<file path="src/rtl/core/tdpc_pkg.sv">
package tdpc_pkg;

   // Width of the tested integer.
   localparam int VALUE_BITS = 31;
   // Width of the saturating prime count.
   localparam int TALLY_BITS = 32;
   // Trial divisor: covers the square root of the largest value with margin.
   localparam int DIV_BITS   = VALUE_BITS / 2 + 2;
   // Running square of the divisor: one step past the largest value fits.
   localparam int SQ_BITS    = VALUE_BITS + 3;
   // Bit index of the serial remainder.
   localparam int CNT_BITS   = $clog2(VALUE_BITS);

   typedef logic [VALUE_BITS-1:0] value_type;
   typedef logic [TALLY_BITS-1:0] tally_type;

   // Commands from the controller to the datapath.
   typedef struct packed {
      logic load;       // capture the item, set divisor to three
      logic start_div;  // clear remainder, point at the top value bit
      logic div_step;   // one restoring remainder step
      logic advance;    // next odd divisor, update its square
      logic finish;     // write the result register and the tally
      logic prime;      // verdict that goes with finish
   } dp_cmd_type;

   // Status from the datapath to the controller.
   typedef struct packed {
      logic below_two;
      logic below_four;
      logic even;
      logic square_above;  // divisor squared exceeds the value
      logic div_last;      // last remainder step is under way
      logic rem_zero;
      logic out_free;      // result register can take a new item
   } dp_status_type;

endpackage

</file>
<file path="src/rtl/core/tdpc_if.sv">
interface tdpc_req_if;
   logic                 valid;
   logic                 ready;
   tdpc_pkg::value_type  value;

   modport source (output valid, output value, input ready);
   modport sink   (input valid, input value, output ready);
endinterface

interface tdpc_rsp_if;
   logic                 valid;
   logic                 ready;
   tdpc_pkg::value_type  value_echo;
   logic                 is_prime;
   tdpc_pkg::tally_type  primes_so_far;

   modport source (output valid, output value_echo, output is_prime,
                   output primes_so_far, input ready);
   modport sink   (input valid, input value_echo, input is_prime,
                   input primes_so_far, output ready);
endinterface

</file>
<file path="src/rtl/core/trial_division_prime_counter_core.sv">
// Trial-division primality tester with a saturating prime count.
//
// req_chan carries one unsigned value per item; rsp_chan returns one item per
// request: the value echoed, an is_prime flag and the number of primes seen
// since reset, this item included, saturating at all ones. Zero and one are
// not prime. Both channels use valid/ready; an item moves when both are high.
//
// Values below four and even values are judged in the check step, with no
// trial division. An odd value of five or more tries the odd trial divisors
// from three upward, each with a check step, a 31-step bit-serial remainder
// and a judge step. It is not prime when a divisor divides the value, and
// prime once the next divisor's square exceeds the value. One item is in the
// tester at a time; req ready is high only while idle, so the next item is
// taken in the cycle after the result register loads.
//
// The result sits in an output register, so the tester takes the next item
// while an earlier result waits. A stalled receiver holds rsp valid and the
// payload; a finished verdict then waits in the controller until the output
// register frees. Reset (synchronous, active high) clears the prime count,
// drops rsp valid and returns the controller to idle.
module trial_division_prime_counter_core (
   input  logic        clock,
   input  logic        reset,
   tdpc_req_if.sink    req_chan,
   tdpc_rsp_if.source  rsp_chan
);

   tdpc_pkg::dp_cmd_type    cmd;
   tdpc_pkg::dp_status_type status;

   // Sequencer: walks check, divide and judge steps per candidate divisor.
   tdpc_ctrl u_ctrl (
      .clock     (clock),
      .reset     (reset),
      .req_valid (req_chan.valid),
      .req_ready (req_chan.ready),
      .status    (status),
      .cmd       (cmd)
   );

   // Datapath: value, divisor, running square, serial remainder, tally and
   // the result register.
   tdpc_dp u_dp (
      .clock             (clock),
      .reset             (reset),
      .cmd               (cmd),
      .status            (status),
      .req_value         (req_chan.value),
      .rsp_valid         (rsp_chan.valid),
      .rsp_ready         (rsp_chan.ready),
      .rsp_value_echo    (rsp_chan.value_echo),
      .rsp_is_prime      (rsp_chan.is_prime),
      .rsp_primes_so_far (rsp_chan.primes_so_far)
   );

endmodule

</file>
<file path="src/rtl/core/tdpc_dp.sv">
module tdpc_dp (
   input  logic                      clock,
   input  logic                      reset,
   input  tdpc_pkg::dp_cmd_type      cmd,
   output tdpc_pkg::dp_status_type   status,
   input  tdpc_pkg::value_type       req_value,
   output logic                      rsp_valid,
   input  logic                      rsp_ready,
   output tdpc_pkg::value_type       rsp_value_echo,
   output logic                      rsp_is_prime,
   output tdpc_pkg::tally_type       rsp_primes_so_far
);

   tdpc_pkg::value_type                 value_ff, value_in;
   logic [tdpc_pkg::DIV_BITS-1:0]       div_ff, div_in;
   logic [tdpc_pkg::SQ_BITS-1:0]        sq_ff, sq_in;
   logic [tdpc_pkg::DIV_BITS-1:0]       rem_ff, rem_in;
   logic [tdpc_pkg::CNT_BITS-1:0]       cnt_ff, cnt_in;
   tdpc_pkg::tally_type                 tally_ff, tally_in;
   logic                                out_valid_ff, out_valid_in;
   tdpc_pkg::value_type                 out_value_ff, out_value_in;
   logic                                out_prime_ff, out_prime_in;
   tdpc_pkg::tally_type                 out_tally_ff, out_tally_in;

   logic [tdpc_pkg::DIV_BITS:0]         rem_shift;
   logic [tdpc_pkg::DIV_BITS:0]         rem_sub;
   logic [tdpc_pkg::DIV_BITS-1:0]       rem_step;

   // Restoring remainder: bring down one value bit, subtract if it fits.
   assign rem_shift = {rem_ff, value_ff[cnt_ff]};
   assign rem_sub   = rem_shift - {1'b0, div_ff};
   assign rem_step  = (rem_shift >= {1'b0, div_ff}) ? rem_sub[tdpc_pkg::DIV_BITS-1:0]
                                                    : rem_shift[tdpc_pkg::DIV_BITS-1:0];

   always_comb begin
      value_in     = value_ff;
      div_in       = div_ff;
      sq_in        = sq_ff;
      rem_in       = rem_ff;
      cnt_in       = cnt_ff;
      tally_in     = tally_ff;
      out_valid_in = out_valid_ff;
      out_value_in = out_value_ff;
      out_prime_in = out_prime_ff;
      out_tally_in = out_tally_ff;

      if (cmd.load) begin
         value_in = req_value;
         div_in   = tdpc_pkg::DIV_BITS'(3);
         sq_in    = tdpc_pkg::SQ_BITS'(9);
      end
      if (cmd.start_div) begin
         rem_in = '0;
         cnt_in = tdpc_pkg::CNT_BITS'(tdpc_pkg::VALUE_BITS - 1);
      end
      if (cmd.div_step) begin
         rem_in = rem_step;
         cnt_in = cnt_ff - 1'b1;
      end
      if (cmd.advance) begin
         // (d + 2)^2 = d^2 + 4d + 4
         div_in = div_ff + tdpc_pkg::DIV_BITS'(2);
         sq_in  = sq_ff + tdpc_pkg::SQ_BITS'({div_ff, 2'b00}) + tdpc_pkg::SQ_BITS'(4);
      end

      if (cmd.prime && cmd.finish && (tally_ff != '1)) begin
         tally_in = tally_ff + 1'b1;
      end
      if (cmd.finish) begin
         out_valid_in = 1'b1;
         out_value_in = value_ff;
         out_prime_in = cmd.prime;
         out_tally_in = tally_in;
      end else if (rsp_ready) begin
         out_valid_in = 1'b0;
      end
   end

   always_ff @(posedge clock) begin
      value_ff     <= value_in;
      div_ff       <= div_in;
      sq_ff        <= sq_in;
      rem_ff       <= rem_in;
      cnt_ff       <= cnt_in;
      out_value_ff <= out_value_in;
      out_prime_ff <= out_prime_in;
      out_tally_ff <= out_tally_in;
      if (reset) begin
         tally_ff     <= '0;
         out_valid_ff <= 1'b0;
      end else begin
         tally_ff     <= tally_in;
         out_valid_ff <= out_valid_in;
      end
   end

   assign status.below_two    = (value_ff[tdpc_pkg::VALUE_BITS-1:1] == '0);
   assign status.below_four   = (value_ff[tdpc_pkg::VALUE_BITS-1:2] == '0);
   assign status.even         = ~value_ff[0];
   assign status.square_above = (sq_ff > tdpc_pkg::SQ_BITS'(value_ff));
   assign status.div_last     = (cnt_ff == '0);
   assign status.rem_zero     = (rem_ff == '0);
   assign status.out_free     = ~out_valid_ff | rsp_ready;

   assign rsp_valid         = out_valid_ff;
   assign rsp_value_echo    = out_value_ff;
   assign rsp_is_prime      = out_prime_ff;
   assign rsp_primes_so_far = out_tally_ff;

endmodule

</file>
<file path="src/rtl/core/tdpc_ctrl.sv">
module tdpc_ctrl (
   input  logic                      clock,
   input  logic                      reset,
   input  logic                      req_valid,
   output logic                      req_ready,
   input  tdpc_pkg::dp_status_type   status,
   output tdpc_pkg::dp_cmd_type      cmd
);

   typedef enum logic [4:0] {
      ST_IDLE   = 5'b00001,
      ST_CHECK  = 5'b00010,
      ST_DIVIDE = 5'b00100,
      ST_JUDGE  = 5'b01000,
      ST_FINISH = 5'b10000
   } state_type;

   state_type state_ff, state_in;
   logic      verdict_ff, verdict_in;

   always_comb begin
      state_in   = state_ff;
      verdict_in = verdict_ff;
      cmd        = '0;
      req_ready  = 1'b0;

      unique case (state_ff)
         ST_IDLE: begin
            req_ready = 1'b1;
            if (req_valid) begin
               cmd.load = 1'b1;
               state_in = ST_CHECK;
            end
         end
         ST_CHECK: begin
            if (status.below_two) begin
               verdict_in = 1'b0;
               state_in   = ST_FINISH;
            end else if (status.below_four) begin
               verdict_in = 1'b1;
               state_in   = ST_FINISH;
            end else if (status.even) begin
               verdict_in = 1'b0;
               state_in   = ST_FINISH;
            end else if (status.square_above) begin
               verdict_in = 1'b1;
               state_in   = ST_FINISH;
            end else begin
               cmd.start_div = 1'b1;
               state_in      = ST_DIVIDE;
            end
         end
         ST_DIVIDE: begin
            cmd.div_step = 1'b1;
            if (status.div_last) begin
               state_in = ST_JUDGE;
            end
         end
         ST_JUDGE: begin
            if (status.rem_zero) begin
               verdict_in = 1'b0;
               state_in   = ST_FINISH;
            end else begin
               cmd.advance = 1'b1;
               state_in    = ST_CHECK;
            end
         end
         ST_FINISH: begin
            // Hold the verdict until the result register frees up.
            if (status.out_free) begin
               cmd.finish = 1'b1;
               cmd.prime  = verdict_ff;
               state_in   = ST_IDLE;
            end
         end
         default: begin
            state_in = ST_IDLE;
         end
      endcase
   end

   always_ff @(posedge clock) begin
      verdict_ff <= verdict_in;
      if (reset) begin
         state_ff <= ST_IDLE;
      end else begin
         state_ff <= state_in;
      end
   end

endmodule

</file>
<file path="src/flat_wrapper.sv">
// flat-port wrapper written by rule: the top's interface ports become plain ports
module trial_division_prime_counter_core_flat 
  (clock, reset, req_chan_valid, req_chan_value, req_chan_ready, rsp_chan_valid, rsp_chan_value_echo, rsp_chan_is_prime, rsp_chan_primes_so_far, rsp_chan_ready);
  tdpc_req_if req_chan_i ();
  tdpc_rsp_if rsp_chan_i ();
  input  logic clock;
  input  logic reset;
  input wire logic [$bits(req_chan_i.valid)-1:0] req_chan_valid;
  input wire logic [$bits(req_chan_i.value)-1:0] req_chan_value;
  output wire logic [$bits(req_chan_i.ready)-1:0] req_chan_ready;
  output wire logic [$bits(rsp_chan_i.valid)-1:0] rsp_chan_valid;
  output wire logic [$bits(rsp_chan_i.value_echo)-1:0] rsp_chan_value_echo;
  output wire logic [$bits(rsp_chan_i.is_prime)-1:0] rsp_chan_is_prime;
  output wire logic [$bits(rsp_chan_i.primes_so_far)-1:0] rsp_chan_primes_so_far;
  input wire logic [$bits(rsp_chan_i.ready)-1:0] rsp_chan_ready;
  assign req_chan_i.valid = req_chan_valid;
  assign req_chan_i.value = req_chan_value;
  assign req_chan_ready = req_chan_i.ready;
  assign rsp_chan_valid = rsp_chan_i.valid;
  assign rsp_chan_value_echo = rsp_chan_i.value_echo;
  assign rsp_chan_is_prime = rsp_chan_i.is_prime;
  assign rsp_chan_primes_so_far = rsp_chan_i.primes_so_far;
  assign rsp_chan_i.ready = rsp_chan_ready;
  trial_division_prime_counter_core u_core (.clock(clock), .reset(reset), .req_chan(req_chan_i), .rsp_chan(rsp_chan_i));
endmodule
</file>
<file path="config.mk">
export PLATFORM = sky130hd
export DESIGN_NAME = trial_division_prime_counter_core_flat
export DESIGN_NICKNAME = d
export VERILOG_FILES = /design/src/rtl/core/tdpc_pkg.sv /design/src/rtl/core/tdpc_if.sv /design/src/rtl/core/trial_division_prime_counter_core.sv /design/src/rtl/core/tdpc_dp.sv /design/src/rtl/core/tdpc_ctrl.sv /design/src/flat_wrapper.sv
export SDC_FILE = /design/constraint.sdc
export NUM_CORES = 1
export LEC_CHECK = 0
export BUFFER_PORTS_ARGS = -buffer_cell sky130_fd_sc_hd__buf_2
export CORE_ASPECT_RATIO = 1.2
export CORE_MARGIN = 2
export CORE_UTILIZATION = 65
export DETAILED_ROUTE_END_ITERATION = 10
export PLACE_DENSITY = 0.82
export SETUP_SLACK_MARGIN = 0.02
export SYNTH_ARGS = -nofsm -noshare
export SYNTH_HDL_FRONTEND = slang
export SYNTH_SLANG_ARGS = --single-unit
</file>
<file path="constraint.sdc">
create_clock -name clock -period 9.2 [get_ports clock]
set_clock_uncertainty 0.05 [all_clocks]
set_input_delay 2.3 -clock clock [delete_from_list [all_inputs] [get_ports clock]]
set_output_delay 2.3 -clock clock [all_outputs]
set_load 0.05 [all_outputs]
</file>
==> results.txt, run 1 <==
Adding up every negative setup slack in the final design gives 0 ns. The worst setup path is launched from a register. The critical path goes through mux4_2, mux2_2, nand3b_1, nand4_4, fa_1, a211oi_1, o21a_1, o211ai_1, nand3_1, a21oi_2, nor2_1, buf_4, nor4b_1, a311o_1. The overflow left after global routing is 0.

The logs give 101 for the boundary pin count and 4820 sq um for the area used by multi-input combinational logic. The startpoint identified for the worst hold timing path is u_core.u_dp.value_ff[10]$_DFFE_PP_. In this run the horizontal extent of the chip is 122 um. At the worst endpoint, the required time is 9.38 ns.

After the first detailed-routing iteration, the DRC count stood at 687. Summed over all layers, the routed wires come to 24000 um. The tools report the number of max-slew violations in the final report as 0. The standard cell core area was 16300 sq um; the highest net fanout along the worst path was 16. For this run, the detailed router's first-pass iteration total came to 5. Power comes to 0.00222 W. The run gives 0 as the number of synthesis warnings. The kind of cell with the highest combined delay along the critical path is compound AO/OA/AOI/OAI gates.

The library cell used most frequently in the layout, excluding fill and tap cells, is sky130_fd_sc_hd__edfxtp_1. Dividing the detail-routed wire length by the instance count gives 18.4 um. Once layout is complete, the cells apart from fillers number 1308. The row count was 51. The tools report the leakage power as 4.79 nW. Setup slack on the worst reg-to-reg path comes out at 4.37 ns. The level count of the clock H-tree was 1. The classification of the worst setup path is reg2reg.

In the global route stage, overall resource usage came out at 27.2%. The run gives 7665 as the via count of the first global-routing pass. The net count after synthesis is 1089, and the worst-case setup margin in the final layout is 4.37 ns. The worst-case IR drop observed on VDD is 0.000134 V. The worst hold path class was reg2reg. The post-route netlist has 15.0% of its cells at a drive strength greater than 1. Headroom to the max-slew limit came out at 24.3%. The count of buffering cells on the critical path with inverters included came out at 1.

Including well taps, the total number of placed cells is 1270. Max-cap violations in this run came to 0. The die covers 17800 sq um.

CTS saw 203 sinks. The tools report the capturing element type of the critical path as a register. The logs give 12300 sq um for the summed area of non-filler cells in the final layout and 207 MHz for the achievable clock frequency.

Dividing the synthesized area by the synthesized cell count gives 11.2 sq um. The net total in the final layout was 1199. In this run the tool buffered the top-level ports with 100 buffer cells.

The antenna diode count was 0; the TritonCTS buffer count was 21. The worst reg2reg path depth is 14. Number of routed nets with antenna violations: 0. Capture instance of the worst register-to-register path: u_core.u_dp.rem_ff[15]$_SDFFCE_PN0P_. After filler insertion, the fill cell instance count of the layout stands at 1048. The initial utilization of the core area, before any placement, comes to 66.7%.

The flow ran to the end, and the final reports show no timing, DRC or antenna violations. Reg-to-reg critical path startpoint: u_core.u_dp.cnt_ff[0]$_SDFFCE_PN0P_. The endpoint of the worst hold-timing path was u_core.u_dp.rsp_value_echo[10]$_DFFE_PP_. Among all stages on the critical path, the largest delay is contributed by sky130_fd_sc_hd__edfxtp_1.

In the final layout, flip-flops and latches occupy 5720 sq um. The run gives 0 as the number of endpoints with negative hold slack in the final report. For the finished layout, the period the worst path requires is 4.83 ns.

The count of cells along the worst hold path came out at 0. The clock passes through at most 3 buffers. Compared with the post-synthesis result, the final layout area differs by 13.6%. The logs give 17300 um for the total half-perimeter wirelength after legalization and detailed placement and 0 for the setup fix buffers added after clock tree synthesis. The most used flip-flop cell after synthesis is sky130_fd_sc_hd__edfxtp_1. Entering global routing, the biggest net connects 65 pins.

Synthesis instantiated 65 different standard cells from the library. The post-place instance area is 11600 sq um, and the number of enable flip-flop cells after synthesis is 165. The number of synthesized register bits was 203; the fraction of synthesis flops using an asynchronous set or reset pin was 0%. The arrival time of data at the critical path endpoint came out at 5.02 ns. The clock reaches the later pin of the worst-skew pair after 0.50 ns. The congestion estimate from routability-driven global placement came to 0.907. Clock tree synthesis selected as its root buffer the cell sky130_fd_sc_hd__clkbuf_16.

For this run, the slowest stage of the critical path takes 0.78 ns. The first global-routing pass estimated 38500 um of wire. The library cells used most frequently in the layout, excluding fill and tap cells, are 165 x sky130_fd_sc_hd__edfxtp_1, 100 x sky130_fd_sc_hd__buf_2, 81 x sky130_fd_sc_hd__nor2_1, 81 x sky130_fd_sc_hd__ha_1, 70 x sky130_fd_sc_hd__inv_1. The worst-case setup slack after placement came out at 4.44 ns. After clock tree synthesis, the clock-pin slew on the worst setup and hold paths is 0.06 ns. Setup repair after global routing left no endpoint under its margin.

TritonCTS built the clock tree. The final-report setup violation count was 0. In this run the vertical extent of the chip is 146 um.

The power per standard cell area was 180 nW/um^2; the portion of the clock cycle consumed by the worst path in the final layout was 52.5%. After synthesis, flip-flops and latches occupy 52.6% of the total area. Buffers inserted to repair hold after CTS numbered 0. Average vias per placed instance: 6.11. The initial antenna violation count was 0. At the pin with the least slew margin, the transition time is 1.13 ns.

In the synthesized netlist, the number of instances is 971. Gates resized during post-CTS repair numbered 0. Summing over every cut layer, the via total after detailed routing is 7997. The cell area that synthesis handed to floorplanning was 10900 sq um. After detailed routing, the number of remaining DRC violations is 0.
-- worst register-to-register path, stage by stage, from the launching register on --
cell	delay, ns
sky130_fd_sc_hd__edfxtp_1	0.78
sky130_fd_sc_hd__mux4_2	0.62
sky130_fd_sc_hd__mux2_2	0.29
sky130_fd_sc_hd__nand3b_1	0.13
sky130_fd_sc_hd__nand4_4	0.20
sky130_fd_sc_hd__fa_1	0.48
sky130_fd_sc_hd__a211oi_1	0.30
sky130_fd_sc_hd__o21a_1	0.22
sky130_fd_sc_hd__o211ai_1	0.14
sky130_fd_sc_hd__nand3_1	0.16
sky130_fd_sc_hd__a21oi_2	0.11
sky130_fd_sc_hd__nor2_1	0.35
sky130_fd_sc_hd__buf_4	0.31
sky130_fd_sc_hd__nor4b_1	0.08
sky130_fd_sc_hd__a311o_1	0.32
-- state kept, by name (all words and copies together), names as in the netlist --
register,cells
u_core.u_ctrl.state_ff,5
u_core.u_ctrl.verdict_ff,1
u_core.u_dp.cnt_ff,5
u_core.u_dp.div_ff,16
u_core.u_dp.rem_ff,17
u_core.u_dp.rsp_is_prime,1
u_core.u_dp.rsp_primes_so_far,32
u_core.u_dp.rsp_valid,1
u_core.u_dp.rsp_value_echo,31
u_core.u_dp.sq_ff,31
u_core.u_dp.tally_ff,32
u_core.u_dp.value_ff,31
-- through the flow --
| step | hold WS [ns] | utilization [%] |
|---|---|---|
| finish | 0.461 | 75.8 |
| floorplan | 0.401 | - |
| global placement | 0.422 | 71.3 |
| global route | 0.472 | 75.8 |
| CTS | 0.455 | 75.8 |
| detailed placement | 0.441 | 71.3 |
-- cell usage after synthesis, types with 5 or more instances --
| cell | instances | area [sq um] |
|---|---|---|
| sky130_fd_sc_hd__or3_1 | 12 | 75.1 |
| sky130_fd_sc_hd__nor2_1 | 82 | 308 |
| sky130_fd_sc_hd__o21ai_0 | 28 | 140 |
| sky130_fd_sc_hd__o31ai_1 | 6 | 45.0 |
| sky130_fd_sc_hd__nor2b_1 | 10 | 62.6 |
| sky130_fd_sc_hd__nor3_1 | 28 | 140 |
| sky130_fd_sc_hd__clkbuf_1 | 14 | 52.6 |
| sky130_fd_sc_hd__nand3_1 | 26 | 130 |
| sky130_fd_sc_hd__nand2_1 | 54 | 203 |
| sky130_fd_sc_hd__nand4_1 | 29 | 181 |
| sky130_fd_sc_hd__ha_1 | 81 | 1010 |
| sky130_fd_sc_hd__xor2_1 | 22 | 193 |
| sky130_fd_sc_hd__a31oi_1 | 7 | 43.8 |
| sky130_fd_sc_hd__xnor2_1 | 51 | 447 |
| sky130_fd_sc_hd__nand3b_1 | 8 | 60.1 |
| sky130_fd_sc_hd__and4_1 | 6 | 52.6 |
| sky130_fd_sc_hd__a211oi_1 | 7 | 52.6 |
| sky130_fd_sc_hd__mux4_2 | 5 | 113 |
| sky130_fd_sc_hd__edfxtp_1 | 165 | 4950 |
| sky130_fd_sc_hd__inv_1 | 70 | 263 |
| sky130_fd_sc_hd__o21a_1 | 7 | 52.6 |
| sky130_fd_sc_hd__and3_1 | 12 | 75.1 |
| sky130_fd_sc_hd__nor4_1 | 10 | 62.6 |
| sky130_fd_sc_hd__a21oi_1 | 54 | 270 |
| sky130_fd_sc_hd__nand2b_1 | 6 | 37.5 |
| sky130_fd_sc_hd__dfxtp_1 | 38 | 761 |
| sky130_fd_sc_hd__a21o_1 | 14 | 105 |
| sky130_fd_sc_hd__mux2i_1 | 12 | 120 |
| sky130_fd_sc_hd__and2_1 | 41 | 257 |
-- worst max-delay path by stage --
stage,start,end,slack (ns),depth (start not counted)
after floorplan,rsp_chan_ready,u_core.u_dp.rsp_is_prime$_DFFE_PP_,3.63,2
final,u_core.u_dp.cnt_ff[0]$_SDFFCE_PN0P_,u_core.u_dp.rem_ff[15]$_SDFFCE_PN0P_,4.37,14
after global placement,u_core.u_dp.cnt_ff[0]$_SDFFCE_PN0P_,u_core.u_dp.rem_ff[15]$_SDFFCE_PN0P_,4.59,14
after global routing,u_core.u_dp.cnt_ff[0]$_SDFFCE_PN0P_,u_core.u_dp.rem_ff[15]$_SDFFCE_PN0P_,4.04,14
after CTS,u_core.u_dp.cnt_ff[0]$_SDFFCE_PN0P_,u_core.u_dp.rem_ff[15]$_SDFFCE_PN0P_,4.39,14
after detailed placement,u_core.u_dp.cnt_ff[0]$_SDFFCE_PN0P_,u_core.u_dp.rem_ff[15]$_SDFFCE_PN0P_,4.44,14
-- report_power, final --
part / internal [W] / switching (W)
combinational: 0.000108 / 0.000162
clock: 0.000537 / 0.000346
sequential: 0.00103 / 0.0000396
total: 0.00168 / 0.000548
-- logic make-up after synthesis --
group / count (synthesis) / synth area share (%)
AND/OR/NAND/NOR: 343 / 16.6
multiplexers: 20 / 2.45
flip-flops: 203 / 52.6
buffers and inverters: 89 / 3.16
AO/OA/AOI/OAI: 160 / 9.53
XOR/XNOR: 73 / 5.89
adder cells (fa/ha/maj): 83 / 9.70
-- metal layers --
| metal | share of wire [%] | GRT usage [%] | vias to the layer above |
|---|---|---|---|
| li1 | - | - | 3788 |
| met1 | 41 | 36.0 | 3812 |
| met2 | 49 | 45.4 | 316 |
| met3 | 6.4 | 3.88 | 81 |
| met4 | 3.7 | 10.1 | 0 |
| met5 | 0 | 0 | - |
-- layout make-up --
class | instances | share of cell area (%)
clock inverter | 12 | 1.14
tap | 212 | 2.15
inverter | 70 | 2.13
timing repair buffer | 106 | 4.42
sequential | 203 | 46.3
multi-input combinational | 679 | 39.1
clock buffer | 26 | 4.75
(Power assumes the default switching activity.)
==> run 2: changes to the inputs <==
Settings changed: CORE_UTILIZATION 65 to 60, PLACE_DENSITY 0.82 to 0.76.
Clock period 9.2 ns to 4.92 ns, I/O delays scaled along.
==> run 2 against run 1 <==
Design area is 0.43% higher. Count of clock-buffer cells in the layout is 4 lower. Cell count is 0.69% higher. Sequential share of layout area is 0.20 points lower. Global-route usage is 2.1 points lower. Sequential cell count stayed put. Utilization is 5.6 points lower. Register-to-register slack worse by 4.0 ns. Via count is 1.0% lower. First-iteration DRC count is 22% lower. Sequential power is 87% higher. Critical endpoint unchanged.
==> results.txt, run 2 (synthesized netlist as in run 1, its figures left out) <==
The tools report the largest net degree at the start of global routing as 48 (-26%). The logs give 7916 (-1.0%) for the routed via count and 0.339 ns (-4.03 ns) for the worst-case setup margin in the final layout. The run gives 0 (unchanged) as the number of max-slew violations in the final report. The number of port buffers is 100 (unchanged).

The capture instance of the worst register-to-register path was u_core.u_dp.rem_ff[15]$_SDFFCE_PN0P_. The CTS clock-pin slew for the worst setup and hold paths is 0.07 ns (about the same). The launching element type of the critical path was a register.

The effective utilization at floorplan was 61.6% (-5.2 points); the summed area of non-filler cells in the final layout was 12400 sq um (+0.43%). The worst endpoint required time was 5.11 ns (-4.27 ns). The sum of negative setup slack came out at 0 ns (unchanged).

The logs give 0.34 ns (-4.03 ns) for the setup slack on the worst flop-to-flop path and 19200 sq um (+8.1%) for the floorplan die area. The ratio of cells with drive above 1 in the final layout works out to 15.6% (+0.62 points). The via count of the first global-routing pass came out at 7443 (-2.9%).

The total DRC errors in the routed layout came out at 0 (unchanged). The logs give 0 (unchanged) for the number of routed nets with antenna violations and 203 (unchanged) for the total clock sinks. For the number of search-and-repair iterations in the first detailed-routing pass, the log shows 5 (unchanged). Most frequent standard cell in the layout excluding fill and tap cells: sky130_fd_sc_hd__edfxtp_1.

The tools report the endpoint of the worst hold-timing path as u_core.u_dp.rsp_value_echo[25]$_DFFE_PP_. The boundary pin count was 101 (unchanged). The final-layout worst hold slack was 0.460 ns (-0.000773 ns); the TritonCTS buffer count was 21 (unchanged). The minimum period implied by the final worst setup slack works out to 4.58 ns (-0.253 ns). In this run the critical register-to-register path is launched from u_core.u_dp.cnt_ff[0]$_SDFFCE_PN0P_. The tools report the overflow left after global routing as 0 (unchanged). The portion of the clock cycle consumed by the worst path in the final layout is 93.1% (+41 points). The post-place instance area was 11600 sq um (+0.22%); the die boundary height was 151 um (+4.0%).

Global-route wire length before repair: 38300 um (-0.41%). Setup repair after global routing left no endpoint under its margin. The count of cells along the worst hold path works out to 0 (unchanged). The tools report the final weighted congestion of routability-driven global placement as 0.875 (-3.6%). The number of DRC markers after the initial detailed-route iteration was 535 (-22%). The worst hold path class was reg2reg.

The maximum vdd ir drop was 0.000256 V (+92%). Leakage power: 4.80 nW (+0.23%). The run gives 0.49 ns (about the same) as the clock insertion delay at the later pin of the skew report.

For the number of buffers on the longest clock path, the log shows 3 (unchanged). The worst setup path is captured at a register. The run gives 17200 um (-0.70%) as the total half-perimeter wirelength after legalization and detailed placement. TritonCTS built the clock tree. In this run the most critical hold path is launched from u_core.u_dp.value_ff[25]$_DFFE_PP_.

The achievable clock frequency is 218 MHz (+5.5%). By startpoint and endpoint, the worst setup path is classified as reg2reg. Number of hold-repair buffers added at the cts stage: 0 (unchanged). The highest net fanout along the worst path was 16 (unchanged); the worst max-slew margin expressed relative to the limit was 23.5% (-0.82 points). The tools report the count of max-cap constraint violations as 0 (unchanged).

For the initial antenna violation count, the log shows 0 (unchanged). The level count of the clock H-tree is 1 (unchanged), and the power per standard cell area is 341 nW/um^2 (+89%). The average vias per placed instance was 6.01 (-1.7%). The flow ran to the end, and the final reports show no timing, DRC or antenna violations. The arrival time of data at the critical path endpoint was 4.77 ns (-0.25 ns); the routed length per instance was 18.2 um (-1.0%). Post-cts gate resize count: 0 (unchanged). The worst reg2reg path depth works out to 14 (unchanged). The number of endpoints with negative hold slack in the final report is 0 (unchanged). The setup fix buffers added after clock tree synthesis came out at 0 (unchanged). The net total in the final layout came out at 1201 (+0.17%). The worst-margin pin slew was 1.14 ns (+0.0123 ns); the routed wire length was 23900 um (-0.33%). The width of the die is 127 um (+3.9%), and the row count is 53 (+3.9%). Clock tree synthesis selected as its root buffer the cell sky130_fd_sc_hd__clkbuf_16. For the standard cell core area, the log shows 17600 sq um (+8.4%). The area growth from synthesis to layout was 14.0%. The overall routing resource usage came out at 25.0% (-2.1 points). The run gives 0 (unchanged) as the final-report setup violation count. In the layout the commonest cells are 165 x sky130_fd_sc_hd__edfxtp_1, 100 x sky130_fd_sc_hd__buf_2, 81 x sky130_fd_sc_hd__nor2_1, 81 x sky130_fd_sc_hd__ha_1, 70 x sky130_fd_sc_hd__inv_1. The worst-case setup slack after placement was 0.399 ns (-4.05 ns). The antenna diode count came out at 0 (unchanged).
## run 2: cell count changes in the layout (fill, tap and decap cells not counted)
cell                         change
sky130_fd_sc_hd__clkinv_4        +2
sky130_fd_sc_hd__clkbuf_1        -2
sky130_fd_sc_hd__clkbuf_8        -2
sky130_fd_sc_hd__clkinv_1        -4
sky130_fd_sc_hd__bufinv_16       +1
sky130_fd_sc_hd__buf_4           +2
sky130_fd_sc_hd__clkinvlp_4      +4
## run 2: per-layer routing
metal	GRT usage (%)	share of wire (%)
met1	33.2	43
met2	44.0	49
met3	3.21	5.3
met4	6.37	2.3
met5	0	0
## run 2: stage by stage
step                power [W]  std cells  util (%)
floorplan             0.00239        971         -
global placement      0.00252       1280      65.9
detailed placement    0.00253       1280      65.9
CTS                   0.00424       1317      70.2
global route          0.00438       1317      70.2
finish                0.00422       1317      70.2
## run 2: area by class of cell
| type | instances | area (sq um) |
|---|---|---|
| fillers | 1273 | 5250 |
| clock buffers | 22 | 551 |
| clock inverters | 15 | 203 |
| well taps | 220 | 275 |
| inverters | 70 | 263 |
| multi-input cells | 679 | 4820 |
| flip-flops and latches | 203 | 5720 |
| repair buffers | 108 | 561 |
## run 2: how the worst max path moves through the flow
stage / startpoint / endpoint / slack, ns / cells past startpoint
floorplan: rsp_chan_ready / u_core.u_dp.rsp_is_prime$_DFFE_PP_ / 0.42 / 2
global placement: u_core.u_dp.cnt_ff[0]$_SDFFCE_PN0P_ / u_core.u_dp.rem_ff[15]$_SDFFCE_PN0P_ / 0.51 / 14
detailed placement: u_core.u_dp.cnt_ff[0]$_SDFFCE_PN0P_ / u_core.u_dp.rem_ff[15]$_SDFFCE_PN0P_ / 0.40 / 14
CTS: u_core.u_dp.cnt_ff[0]$_SDFFCE_PN0P_ / u_core.u_dp.rem_ff[15]$_SDFFCE_PN0P_ / 0.40 / 14
global route: u_core.u_dp.cnt_ff[0]$_SDFFCE_PN0P_ / u_core.u_dp.rem_ff[15]$_SDFFCE_PN0P_ / 0.07 / 14
finish: u_core.u_dp.cnt_ff[0]$_SDFFCE_PN0P_ / u_core.u_dp.rem_ff[15]$_SDFFCE_PN0P_ / 0.34 / 14
## run 2: where the power goes
part,internal (W),total (W),switching (W)
clock,0.00103,0.00172,0.000685
sequential,0.00193,0.00200,0.0000725
combinational,0.000201,0.000503,0.000301
## run 2: critical path: stages (launching register included)
cell                       delay, ns
sky130_fd_sc_hd__edfxtp_1       0.78
sky130_fd_sc_hd__mux4_2         0.59
sky130_fd_sc_hd__mux2_2         0.27
sky130_fd_sc_hd__nand3b_1       0.12
sky130_fd_sc_hd__nand4_4        0.22
sky130_fd_sc_hd__fa_1           0.49
sky130_fd_sc_hd__a211oi_1       0.34
sky130_fd_sc_hd__o21a_1         0.23
sky130_fd_sc_hd__o211ai_1       0.15
sky130_fd_sc_hd__nand3_1        0.17
sky130_fd_sc_hd__a21oi_2        0.12
sky130_fd_sc_hd__nor2_1         0.16
sky130_fd_sc_hd__buf_4          0.24
sky130_fd_sc_hd__nor4b_1        0.07
sky130_fd_sc_hd__a311o_1        0.31
